<file path="src/hw/rtl/uera_pkg.sv">
// Package: shared constants and types for the echo ranger averager.
`timescale 1ns / 1ps
`default_nettype none
package uera_pkg;
  localparam int NUM_CHANNELS = 5;
  localparam int CH_W = 3;
  localparam int DIST_W = 27;
  localparam int SUM_W = 43;
  localparam int CNT_W = 16;
  localparam int DUR_W = 24;
  localparam int TIME_W = 32;
  localparam int LVL_W = 5;
  localparam logic [CNT_W-1:0] COUNT_MAX = 16'hFFFF;

  localparam logic [1:0] ACT_ECHO = 2'd0;
  localparam logic [1:0] ACT_TICK = 2'd1;
  localparam logic [1:0] ACT_READ = 2'd2;

  localparam logic [1:0] REG_ENABLE = 2'd0;
  localparam logic [1:0] REG_PULSE = 2'd1;
  localparam logic [1:0] REG_SCALE = 2'd2;

  typedef struct packed {
    logic       echo;
    logic       tick;
    logic       clear;
  } lane_ctl_t;
endpackage
`default_nettype wire

</file>
<file path="src/hw/rtl/uera_lane.sv">
// One channel lane: edge timing, distance scaling and sum accumulation.
`timescale 1ns / 1ps
`default_nettype none
module uera_lane (
  input  wire logic                          clk,
  input  wire logic                          rst,
  input  wire uera_pkg::lane_ctl_t           ctl,
  input  wire logic                          level,
  input  wire logic [uera_pkg::TIME_W-1:0]   now_us,
  input  wire logic [uera_pkg::DUR_W-1:0]    scale,
  output logic [uera_pkg::SUM_W-1:0]         sum
);
  import uera_pkg::*;

  logic                echo_high;
  logic [TIME_W-1:0]   echo_start;
  logic [DIST_W-1:0]   latest;
  logic [TIME_W-1:0]   dt;
  logic [DUR_W-1:0]    dur;
  logic [47:0]         prod;
  logic [DIST_W-1:0]   range_q8;

  assign dt   = now_us - echo_start;
  assign dur  = (dt[TIME_W-1:DUR_W] != '0) ? {DUR_W{1'b1}} : dt[DUR_W-1:0];
  assign prod = 48'(dur) * 48'(scale);
  assign range_q8 = (prod[47:16+DIST_W] != '0) ? {DIST_W{1'b1}} : prod[16+DIST_W-1:16];

  always_ff @(posedge clk) begin
    if (rst) begin
      echo_high  <= 1'b0;
      echo_start <= '0;
      latest     <= '0;
      sum        <= '0;
    end else begin
      if (ctl.echo) begin
        if (level && !echo_high) begin
          echo_start <= now_us;
          echo_high  <= 1'b1;
        end else if (!level && echo_high) begin
          latest    <= range_q8;
          echo_high <= 1'b0;
        end
      end
      if (ctl.clear) begin
        sum <= '0;
      end else if (ctl.tick) begin
        sum <= sum + SUM_W'(latest);
      end
    end
  end
endmodule
`default_nettype wire

</file>
<file path="config.mk">
export PLATFORM = sky130hd
export DESIGN_NAME = uera_lane
export DESIGN_NICKNAME = d
export VERILOG_FILES = /design/src/hw/rtl/uera_pkg.sv /design/src/hw/rtl/uera_lane.sv
export SDC_FILE = /design/constraint.sdc
export NUM_CORES = 2
export LEC_CHECK = 0
export BUFFER_PORTS_ARGS = -buffer_cell sky130_fd_sc_hd__buf_4
export CORE_MARGIN = 4
export CORE_UTILIZATION = 57
export CTS_BUF_LIST = sky130_fd_sc_hd__clkbuf_8
export CTS_CLUSTER_DIAMETER = 150
export DETAILED_ROUTE_END_ITERATION = 7
export HOLD_SLACK_MARGIN = 0.1
export PLACE_DENSITY = 0.74
export SLEW_MARGIN = 20
export SYNTH_ARGS = -nofsm -noshare
export SYNTH_HDL_FRONTEND = slang
export SYNTH_SLANG_ARGS = --single-unit
</file>
<file path="constraint.sdc">
create_clock -name clk -period 14 [get_ports clk]
set_input_delay 0.7 -clock clk [delete_from_list [all_inputs] [get_ports clk]]
set_output_delay 0.7 -clock clk [all_outputs]
set_load 0.005 [all_outputs]
</file>
### Word level (Yosys, flattened, before mapping)

Cells that the tools add are included.

* add/subtract/negate cells: 2
* multipliers: 1
* mux-type cells: 4
* bitwise operators: 1
* reductions and logical operators: 11

Operator list (number)
* 24-bit by 24-bit multiplier with 48-bit output: 1
* 43-bit by 27-bit adder with 43-bit output: 1
* 32-bit subtractor: 1
* 27-bit 2-to-1 mux: 1
* 24-bit 2-to-1 mux: 1
* 8-bit nonzero test: 1
* 5-bit nonzero test: 1
* 2-bit AND reduction: 2
* 3-bit AND reduction: 1
* 1-bit logical AND: 2
* 1-bit zero test: 2
* 1-bit 2-to-1 mux: 2
* 2-bit nonzero test: 1
* 2-bit OR reduction: 1
* 1-bit NOT: 1

* bits in registers: 103
* input port bits: 62
* output and inout port bits: 43
* word-level logic and storage cells: 23

### Depth between registers and ports, before layout

* word-level depth: 6
* depth in mapped cells: 45
* gate-level depth less buffers: 40

### Worst setup path before layout

No wires, ideal clock.

* kind: input to register
* from: input now_us[0] (netlist name)
* to: register latest[10]
* library setup time: 0.126 ns
* arrival time: 10.502 ns
* required time: 13.874 ns
* setup slack: 3.373 ns
* stages on the path: 43
* buffers on the path: 4
* path through: inv_1 ha_1 fa_1 nand2b_1 a21o_1 a31oi_1 o21ai_1 or4b_1 nand3_1 nand4_1 nor3_2 clkbuf_1 nand2_1 clkbuf_1 and2_1 fa_1 fa_1 inv_1 (+7 left out) inv_1 fa_1 inv_1 ha_1 clkbuf_1 a21o_1 a21oi_1 o21ai_0 a21o_1 a21oi_1 o21ai_0 a221o_1 a211oi_1 and2_1 mux2i_1 a221oi_4 buf_6 a31oi_1

* cells in the longest elaborated chain, start to end: 6

Ends and longest elaborated chain
* start: declaration: RTL line uera_lane.sv:9 `input wire logic [uera_pkg::TIME_W-1:0] now_us,`
* 32-bit subtractor *: RTL line uera_lane.sv:23 `assign dt = now_us - echo_start;`
* 8-bit nonzero test: RTL line uera_lane.sv:24 `assign dur = (dt[TIME_W-1:DUR_W] != '0) ? {DUR_W{1'b1}} : dt[DUR_W-1:0];`
* 24-bit 2-to-1 mux *: RTL line uera_lane.sv:24
* 24-bit by 24-bit multiplier with 48-bit output *: RTL line uera_lane.sv:25 `assign prod = 48'(dur) * 48'(scale);`
* 5-bit nonzero test: RTL line uera_lane.sv:26 `assign range_q8 = (prod[47:16+DIST_W] != '0) ? {DIST_W{1'b1}} : prod[16+DIST_W-1:16];`
* 27-bit 2-to-1 mux *: RTL line uera_lane.sv:26
* end signal: assignment: RTL line uera_lane.sv:40 `latest <= range_q8;`
* end: declaration: RTL line uera_lane.sv:17 `logic [DIST_W-1:0] latest;`

Every way passes the cells marked *; elsewhere a longest branch is shown, timed or not.
A chain may end at the register's enable or synchronous reset.

### Worst setup path after layout

* from: input now_us[0] (netlist name)
* to: register latest[1]

Same word-level chain as after synthesis.

==> results by group <==
Setup path
  • Crit path DAT: about 12 ns
  • Crit. Startpoint: now_us[0]
  • Flop2flop setup slack: between 2 and 2.5 ns
  • R2R cell count: 39
  • CP bufs+invs: 9
  • R2r startpoint: echo_start[0]
  • CP endpoint: latest[1]
  • CP dominant cell by count: fa_1
  • Crit start category: input port
  • Req. time, crit path: between 10 and 15 ns
  • Critical Path Slowest Stage Cell: a221oi_4
  • Setup CP Type: input port to flop
  • Worst r2r dst: latest[1]
  • Worst Path Max Fanout: 27
  • WP depth: slightly above 40
  • Worst path top cell family by delay: adder cells
  • Worst setup EP type: flop
  • Crit-path max cell delay: around 0.9 ns

Drt
  • Vias per cell: roughly 5.7
  • DRT Wirelength: slightly above 70000 um
  • Routed Antenna Nets: 0
  • DRT Pass-1 Iters: 5
  • DRC Markers: 0
  • Initial DRC Count: around 1600
  • Drt wl/cell: roughly 19 um
  • Routed vias: roughly 21000

STA
  • Hold Slack: 0.458 ns
  • RSZ-0062 raised after global routing: no
  • Post-route minimum period: between 10 and 15 ns
  • FMAX: between 80 and 90 MHz
  • Max_slew headroom: 25.8%
  • Worst Tran Pin Value: 1.11 ns
  • Fin. max-slew vios: 0
  • Final Hold Vio Count: 0
  • TNS Setup: 0 ns
  • Skew final: 0.0218 ns
  • Tcrit/Tclk final: between 80% and 90%
  • Final setup fails: 0

Synth
  • Post-Syn Nets: 3919
  • Synth top area cells: fa_1, ha_1, inv_1, dfxtp_1, and2_1
  • Main synth FF type: dfxtp_1
  • Synth area leader: fa_1
  • Sequential fraction of the synthesis area: under 10%
  • Syn Std Cell Area: ~26000 um^2
  • Most common cell in the netlist: inv_1
  • Async SR Flop Fraction: 0%
  • Cell count after synthesis: approximately 3100
  • Synth warn: 0
  • Top-area cell type share of the netlist area: a little over a third
  • EDFF count, synth: 0
  • Yosys reg bits: slightly above 100
  • Yosys cell types: slightly below 80
  • Commonest cells post-synth: inv_1, fa_1, nand2_1
  • Post-synthesis area per instance: roughly 8.4 um^2

CTS
  • Clk_lat worst skew: roughly 0.38 ns
  • Deepest clock path buffer count: 2
  • Hold Buf Count CTS: 0
  • Htree depth: 3
  • Root buf cell: clkbuf_8
  • CTS tree: yes
  • CTS Buf Count: 9
  • TritonCTS Sinks: 103
  • Post-CTS setup buffer count: 0
  • Cts repair resizes: 0
  • Clock-pin slew on the worst setup and hold paths: 0.10 ns

Floorplanning
  • Row cnt: between 70 and 80
  • Die height: between 200 and 250 um
  • Initial Utilization: between 50 and 60%
  • Die Area: around 50000 um^2
  • Die width: 223 um
  • Core area: 45600 um^2
  • Ports: roughly 110

Layout
  • Antenna diode count: 0
  • Area of the multi-input gates: around 21000 um^2
  • # fillers: 3985
  • Final core utilization: 60.8%
  • Nets: ~3900
  • Post-route cell area: around 28000 um^2
  • FF+latch area: 2060 um^2
  • Share of cells above drive strength 1: around 5.3%
  • Layout area overhead: 5.07%

GRT
  • GRT Util Overall: 29.1%
  • Initial antenna violation count: 0
  • Vias in the first global route: 22700
  • First-pass GRT wire length: 118000 um
  • Pin count of the biggest net entering global routing: between 60 and 70
  • Grt total ovfl: 0

Hold path
  • Worst Hold Class: flop to flop

Placement
  • Placed cell areas: 27500 um^2
  • Buffers on Ports: approximately 100
  • DP HPWL: roughly 57000 um
  • Gp weighted congestion: ~1.0

Run status
  • Outcome: finished clean

Run
  • Total of max-cap violations: 0
[worst min-delay path by stage]
| stage | to | slack [ns] | depth (start not counted) | from |
|---|---|---|---|---|
| 2_1_floorplan | echo_start[10] | 0.44 | 2 | echo_start[10] |
| 4_1_cts | echo_start[23] | 0.46 | 2 | echo_start[23] |
| 3_5_place_dp | echo_start[23] | 0.45 | 2 | echo_start[23] |
| 6_report | echo_start[23] | 0.46 | 2 | echo_start[23] |
| 3_3_place_gp | echo_start[30] | 0.44 | 2 | echo_start[30] |
| 5_1_grt | echo_start[18] | 0.48 | 2 | echo_start[18] |
[routing by layer]
| layer | track usage (%) | up-vias | share of wire [%] |
|---|---|---|---|
| met5 | 0 | - | 0 |
| met4 | 8.05 | 0 | 3.1 |
| met3 | 4.03 | 149 | 6.2 |
| met2 | 50.3 | 756 | 49 |
| met1 | 38.5 | 10800 | 41 |
| li1 | - | 9750 | - |
[cell type report]
| class | count | area share (%) |
|---|---|---|
| Timing Repair Buffer | 126 | 3.41 |
| Clock inverter | 6 | 0.352 |
| Inverter | 604 | 8.18 |
| Multi-Input combinational cell | 2282 | 77.5 |
| Clock buffer | 9 | 0.447 |
| Tap cell | 600 | 2.71 |
| Sequential cell | 103 | 7.44 |
[worst reg2reg max path, delay by kind of cell, from the launching register on]
family                     cells  cell delay [ns]
and+or+nand+nor                8             2.72
muxes                          1             0.14
AOI/OAI and AO/OA             13             3.53
adders and majority gates     10             4.39
buffers and inverters          7             0.62
DFF                            1             0.33
[sequential cells by signal, indices dropped and copies added, names as in the netlist]
signal / count
sum: 43
echo_start: 32
latest: 27
echo_high: 1
[placed cells by master, fill, tap and decap left out, types with 12 or more instances in the layout]
master | Yosys | layout
dfxtp_1 | 103 | 103
and2_1 | 296 | 295
nor3_1 | 15 | 15
a21oi_1 | 133 | 133
nor2b_1 | 12 | 12
a21o_1 | 57 | 57
nand4_1 | 22 | 22
xor2_1 | 40 | 40
o21ai_0 | 60 | 59
nor2_1 | 93 | 92
inv_1 | 604 | 604
nand3_1 | 36 | 36
o21bai_1 | 38 | 38
and3_1 | 20 | 20
a211oi_1 | 14 | 14
nand2_1 | 453 | 452
ha_1 | 230 | 230
mux2i_1 | 26 | 25
nand2b_1 | 26 | 26
xnor2_1 | 34 | 34
o211ai_1 | 16 | 16
o21a_1 | 22 | 22
fa_1 | 483 | 483
buf_4 | 0 | 126
a31oi_1 | 36 | 36
[per-stage QoR]
step,cells,worst slack (ns)
2_1_floorplan,3144,3.37
3_3_place_gp,3715,1.98
3_5_place_dp,3715,1.80
4_1_cts,3730,2.18
5_1_grt,3730,1.40
6_report,3730,1.99
[kinds of logic after synthesis]
family          synth area share, %
flops                          7.82
compound gates                 11.3
fa+ha+maj                      47.6
mux                           0.987
buf+inv                        10.9
simple gates                   18.9
xor+xnor                       2.46
Power is left out: the tool's default activity adds up to more than one toggle a clock period on the data nets, which glitch-free logic cannot reach.
