[config.mk]
export PLATFORM = sky130hd
export DESIGN_NAME = uera_div
export DESIGN_NICKNAME = d
export VERILOG_FILES = /design/src/hw/rtl/uera_pkg.sv /design/src/hw/rtl/uera_div.sv
export SDC_FILE = /design/constraint.sdc
export NUM_CORES = 1
export LEC_CHECK = 0
export BUFFER_PORTS_ARGS = -buffer_cell sky130_fd_sc_hd__clkbuf_2
export CAP_MARGIN = 10
export CORE_MARGIN = 2
export CORE_UTILIZATION = 51
export CTS_BUF_LIST = sky130_fd_sc_hd__clkbuf_8
export DETAILED_ROUTE_END_ITERATION = 8
export GPL_TIMING_DRIVEN = 0
export PLACE_DENSITY = 0.79
export RECOVER_POWER = 100
export SYNTH_ARGS = -nofsm -noshare
export SYNTH_HDL_FRONTEND = slang
export SYNTH_SLANG_ARGS = --single-unit
[constraint.sdc]
create_clock -name clk -period 2.3 [get_ports clk]
set_clock_uncertainty 0.1 [all_clocks]
set_input_delay 0.115 -clock clk [delete_from_list [all_inputs] [get_ports clk]]
set_output_delay 0.115 -clock clk [all_outputs]
set_load 0.1 [all_outputs]
[src/hw/rtl/uera_pkg.sv]
// Package: shared constants and types for the echo ranger averager.
`timescale 1ns / 1ps
`default_nettype none
package uera_pkg;
  localparam int NUM_CHANNELS = 5;
  localparam int CH_W = 3;
  localparam int DIST_W = 27;
  localparam int SUM_W = 43;
  localparam int CNT_W = 16;
  localparam int DUR_W = 24;
  localparam int TIME_W = 32;
  localparam int LVL_W = 5;
  localparam logic [CNT_W-1:0] COUNT_MAX = 16'hFFFF;

  localparam logic [1:0] ACT_ECHO = 2'd0;
  localparam logic [1:0] ACT_TICK = 2'd1;
  localparam logic [1:0] ACT_READ = 2'd2;

  localparam logic [1:0] REG_ENABLE = 2'd0;
  localparam logic [1:0] REG_PULSE = 2'd1;
  localparam logic [1:0] REG_SCALE = 2'd2;

  typedef struct packed {
    logic       echo;
    logic       tick;
    logic       clear;
  } lane_ctl_t;
endpackage
`default_nettype wire

[src/hw/rtl/uera_div.sv]
// Shared restoring divider: sum by count, one quotient bit a cycle.
`timescale 1ns / 1ps
`default_nettype none
module uera_div (
  input  wire logic                        clk,
  input  wire logic                        rst,
  input  wire logic                        start,
  input  wire logic [uera_pkg::SUM_W-1:0]  dividend,
  input  wire logic [uera_pkg::CNT_W-1:0]  divisor,
  output logic                             done,
  output logic [uera_pkg::DIST_W-1:0]      quotient
);
  import uera_pkg::*;

  logic [SUM_W-1:0] quo;
  logic [CNT_W:0]   rem;
  logic [5:0]       bits;
  logic             busy;
  logic [CNT_W:0]   trial;
  logic [CNT_W:0]   shifted;

  assign shifted = {rem[CNT_W-1:0], quo[SUM_W-1]};
  assign trial   = shifted - {1'b0, divisor};

  always_ff @(posedge clk) begin
    if (rst) begin
      busy <= 1'b0;
      done <= 1'b0;
      bits <= '0;
      quo  <= '0;
      rem  <= '0;
    end else begin
      done <= busy && !start && (bits == 6'd1);
      if (start) begin
        busy <= 1'b1;
        quo  <= dividend;
        rem  <= '0;
        bits <= 6'(SUM_W);
      end else if (busy) begin
        if (!trial[CNT_W]) begin
          rem <= trial;
          quo <= {quo[SUM_W-2:0], 1'b1};
        end else begin
          rem <= shifted;
          quo <= {quo[SUM_W-2:0], 1'b0};
        end
        bits <= bits - 6'd1;
        if (bits == 6'd1) begin
          busy <= 1'b0;
        end
      end
    end
  end

  // Each sum holds at most count samples below 2^27, so the quotient fits
  // the average width; the quotient bits above are zero in use.
  assign quotient = (divisor == '0) ? '0 : quo[DIST_W-1:0];
endmodule
`default_nettype wire

## Yosys cells after proc, flatten, opt, wreduce, memory -nomap -nowiden

Index checks and enable logic that the tools add are counted.

| word-level totals | value |
|---|---|
| bits in registers | 67 |
| logic and storage cells | 25 |
| input port bits | 62 |
| output and inout port bits | 28 |

| cells by class | value |
|---|---|
| multiplexer cells | 10 |
| equal/unequal tests | 1 |
| $add $sub $neg | 2 |
| reductions and logical operators | 6 |

Operators by type and width:

| operator | number |
|---|---|
| 2-to-1 mux 43 bit | 2 |
| 2-to-1 mux 27 bit | 1 |
| subtractor 17 x 16 -> 17 bit | 1 |
| zero test 16 bit | 1 |
| 2-to-1 mux 16 bit | 1 |
| 2-to-1 mux 6 bit | 2 |
| == test 6 x 1 -> 1 bit (second input constant) | 1 |
| subtractor 6 x 1 -> 6 bit (second input constant) | 1 |
| 2-to-1 mux 1 bit | 4 |
| logical AND 1 bit | 2 |
| nonzero test 2 bit | 1 |
| OR reduction 2 bit | 1 |
| zero test 1 bit | 1 |

## Longest topological paths before layout

| depth | value |
|---|---|
| depth after elaboration | 4 |
| mapped depth | 11 |
| depth with buffers taken out | 10 |

## Least setup slack after synthesis

OpenSTA, ideal clock, no wires.

| path | value |
|---|---|
| path type | flip-flop to flip-flop |
| from | register quo[42] |
| to | register rem[0] |
| period minus slack after synthesis | 2.478 ns |
| slack | -0.178 ns |
| data arrival time | 2.299 ns |
| stages on the path, launching flop included | 11 |
| path buffers | 0 |
| cell sequence | dfxtp_1 inv_1 ha_1 fa_1 nand2b_1 a21oi_1 o21ai_2 mux2i_2 and2_4 or4_1 o211ai_1 |

| on the way | value |
|---|---|
| word-level cells in the longest chain between the ends | 2 |

RTL lines:

| item | RTL line | text |
|---|---|---|
| from (decl) | uera_div.sv:15 | `logic [SUM_W-1:0] quo;` |
| from (signal assigned) | uera_div.sv:36 | `quo <= dividend;` |
| from (signal assigned) | uera_div.sv:42 | `quo <= {quo[SUM_W-2:0], 1'b1};` |
| from (signal assigned) | uera_div.sv:45 | `quo <= {quo[SUM_W-2:0], 1'b0};` |
| subtractor 17 x 16 -> 17 bit | uera_div.sv:23 | `assign trial = shifted - {1'b0, divisor};` |
| 2-to-1 mux 16 bit (*) | uera_div.sv:40 | `if (!trial[CNT_W]) begin` |
| to (signal assigned) | uera_div.sv:41 | `rem <= trial;` |
| to (signal assigned) | uera_div.sv:44 | `rem <= shifted;` |
| to (decl) | uera_div.sv:16 | `logic [CNT_W:0] rem;` |

Every way passes the cells marked *; elsewhere a longest branch is shown, timed or not.
A chain may end at the register's enable or synchronous reset.

## Worst setup path after layout

| path | value |
|---|---|
| from | register quo[42] |
| to | register rem[1] |

| on the way | value |
|---|---|
| word-level cells in the longest chain between the ends | 2 |

RTL lines:

| item | RTL line |
|---|---|
| subtractor 17 x 16 -> 17 bit | uera_div.sv:23 |
| 2-to-1 mux 16 bit | uera_div.sv:40 |

Every way passes these cells.

==> metrics.yaml <==
outcome:
  status: "complete, but fails checks"
  violations: "setup timing"
worst_setup_path:
  critPathBufInv: 1
  crit_arrival_ns: 2.69
  worstPathRequired_ns: 2.46
  slowest_delay_ns: 0.47
  end_kind: "register"
  critical_path_class: "reg -> reg"
  startpoint_type: "register"
  cp_top_family: "simple AND/OR/NAND/NOR gates"
  cp_slowest_cell: "or4_1"
  crit_fanout: 3
  crit_path_cell_trace: "inv_2, ha_4, fa_2, nand2b_4, a21oi_4, o21ai_4, mux2i_4, and2_4, or4_1, o211ai_1"
sta:
  fmax_mhz: 395
  whs_ns: 0.120
  worst_pin_slew_ns: 1.16
  timing.final.crit_share_pct: 110
  period_needed_ns: 2.53
  finalSetupViolCount: 17
  finalWorstSetupSlack_ns: -0.232
  hold_violations: 0
  grt_setup_unrepaired: "yes"
  slew_headroom_pct: 23.1
  report.final.slew_viol_count: 0
die:
  io_pins: 90
  initial_utilization_pct: 52.0
  die_area_mm2: 0.00852
  die_width_um: 92.3
  chipHeight_um: 92.3
  num_rows: 32
  coreArea_mm2: 0.00765
power_and_ir_drop:
  leakagePower_nw: 2.40
  powerDensity_mw_per_mm2: 570
  p_total_mw: 3.12
  worst_ir_drop_vdd_v: 0.000487
drt:
  m1WireLength_um: 4720
  dr_wl_met3_um: 570
  dr.max_layer_used: "met4"
  postRouteAntennaNets: 0
  vias_per_cell: 5.47
  wl_per_cell_um: 14.8
  routed_wirelength_um: 11300
  dr_wl_met2_um: 5800
  first_pass_iters: 4
  drc: 0
  drtIter0Drc: 254
  vias: 4194
clock_network:
  cts_root_buf: "clkbuf_8"
  tritoncts: "done"
  h-tree-depth: 3
  path_clk_slew_ns: 0.08
  cts_buffers: 9
  cts_buffer_depth: 2
  cts.sinks: 67
  insertion_delay_ns: 0.34
synth:
  synth_fa_ha_area_share_pct: 6.17
  synth-simple-area-share_pct: 21.1
  ys.warnings.count: 0
  syn_nets: 587
  ys_seq_area_share_pct: 33.7
  yosysTopAreaCellShare_pct: 33.7
  synthTopCellsByArea: "dfxtp_1 (34%), mux2i_1 (13%), nor2_1 (10%)"
  synth-compound-area-share_pct: 16.5
  synth_top_family_by_area: "simple AND/OR/NAND/NOR gates"
  synth_edf_count: 0
  synthXorXnorAreaFrac_pct: 3.74
  synth_ff_type: "dfxtp_1"
  synth.distinct_cells: 44
  netlist_instances: 506
  ys_ff_latch: 67
  yosys.area.top_type: "dfxtp_1"
  async_reset_ff_share_pct: 0
  muxShareOfSynthArea_pct: 13.7
  netlist_area_mm2: 0.00398
  syn_avg_cell_area_um2: 7.86
placement:
  hpwl_um: 7240
  portBuffers: 89
  place_inst: 697
  place.gp.congestion: 0.861
grt:
  grt_usage_pct: 26.7
  grt_pass1_wl_um: 18600
  globalRoute.totalOverflow: 0
  antenna_found_initial: 0
  grt_pass1_vias: 4114
  grt_max_degree: 13
final_layout:
  nNetsFinal: 741
  area_delta_synth_final_pct: 37.5
  fill_cells: 578
  postLayoutCoreUtil_pct: 71.5
  seq_area_mm2: 0.00134
  layout-drive-gt1-share_pct: 20.9
  multi_input_area_mm2: 0.00258
  antenna_cells: 0
  fin_cells: 767
run:
  cap_violations: 0
hold_path:
  holdCritPathClass: "in -> reg"
[stage by stage]
stage / instance area [um2] / setup TNS [ns] / worst slack (ns)
after floorplan: 3990 / -0.0346 / -0.0174
after global placement: 4570 / -3.12 / -0.290
after detailed placement: 4570 / -3.75 / -0.317
after CTS: 5410 / -1.76 / -0.204
after global routing: 5470 / -3.57 / -0.286
final: 5470 / -2.57 / -0.232
[synth_stat cells (3+ instances only)]
cell type  instances
o211ai_1           6
o21ai_0           16
o21a_1             4
a21oi_1           72
nand3_1            8
nor2_1           108
ha_1              18
dfxtp_1           67
and3_1             3
nand4_1            3
inv_1             21
xor2_1             9
nor4_1             7
xnor2_1            8
nand2b_1           4
nand2_1           13
clkbuf_1          21
buf_1              6
and2_1            27
mux2i_1           53
a21o_1             4
[metal layers]
layer  GRT usage [%]  vias up
met5               0        -
met4            10.6        0
met3            3.74       28
met2            47.3      132
met1            32.7     1984
li1                -     2050
[registers in the layout (all words and copies together), names as in the netlist]
signal,count
busy,1
quo,43
rem,16
bits,6
done,1
[kinds of logic after synthesis]
group	count (synthesis)
AND/OR/NAND/NOR	183
AO/OA/AOI/OAI	116
flip-flops	67
multiplexers	54
buffers and inverters	50
adder cells (fa/ha/maj)	19
XOR/XNOR	17
[layout by cell type (no fill, tap or decap), types with 4 or more instances in the layout]
cell / n
a21o_1: 4
a21oi_1: 68
and2_0: 23
and2_1: 4
buf_4: 6
clkbuf_1: 29
clkbuf_2: 87
clkbuf_8: 10
clkinvlp_4: 4
dfxtp_1: 65
dlygate4sd3_1: 43
ha_1: 15
inv_1: 20
mux2i_1: 52
nand2_1: 13
nand3_1: 8
nor2_1: 108
nor4_1: 6
o211ai_1: 6
o21a_1: 4
o21ai_0: 14
xnor2_1: 8
xor2_1: 9
[worst min-delay path: stages]
cell,delay (ns)
clkbuf_2,0.09
nor2_1,0.14
o21ai_0,0.12
a21oi_1,0.05
[report_power, final]
part	total, mW	internal (mW)	switching, mW
registers	1.27	1.22	0.0483
logic	0.849	0.310	0.539
clock network	0.998	0.528	0.470
total	3.12	2.06	1.06
[area by class of cell]
class,instances,share of cell area [%]
repair buffers,143,18.4
flip-flops and latches,67,24.6
multi-input cells,389,47.2
clock buffers,10,2.52
plain buffers,29,2.33
well taps,102,2.33
inverters,21,1.44
clock inverters,6,1.19
[path summary, 6_finish.rpt]
check | from | to | slack, ns | cells past startpoint
setup / recovery | quo[42]$_SDFFE_PP0P_ | rem[1]$_SDFFE_PP0P_ | -0.23 | 10
hold / removal | start | rem[2]$_SDFFE_PP0P_ | 0.12 | 4
setup reg to reg | quo[42]$_SDFFE_PP0P_ | rem[1]$_SDFFE_PP0P_ | -0.23 | 10
hold reg to reg | rem[11]$_SDFFE_PP0P_ | rem[11]$_SDFFE_PP0P_ | 0.45 | 2
[repair_timing]
action / 4_1_cts / 5_1_grt
setup endpoints to repair: 16 / 37
buffers inserted: 7 / 3
cloned: 1 / 0
pin swaps: 15 / 9
hold buffers: 43 / 0
resized for setup: 18 / 9
hold endpoints to repair: 43 / 0
(Power assumes the default switching activity.)
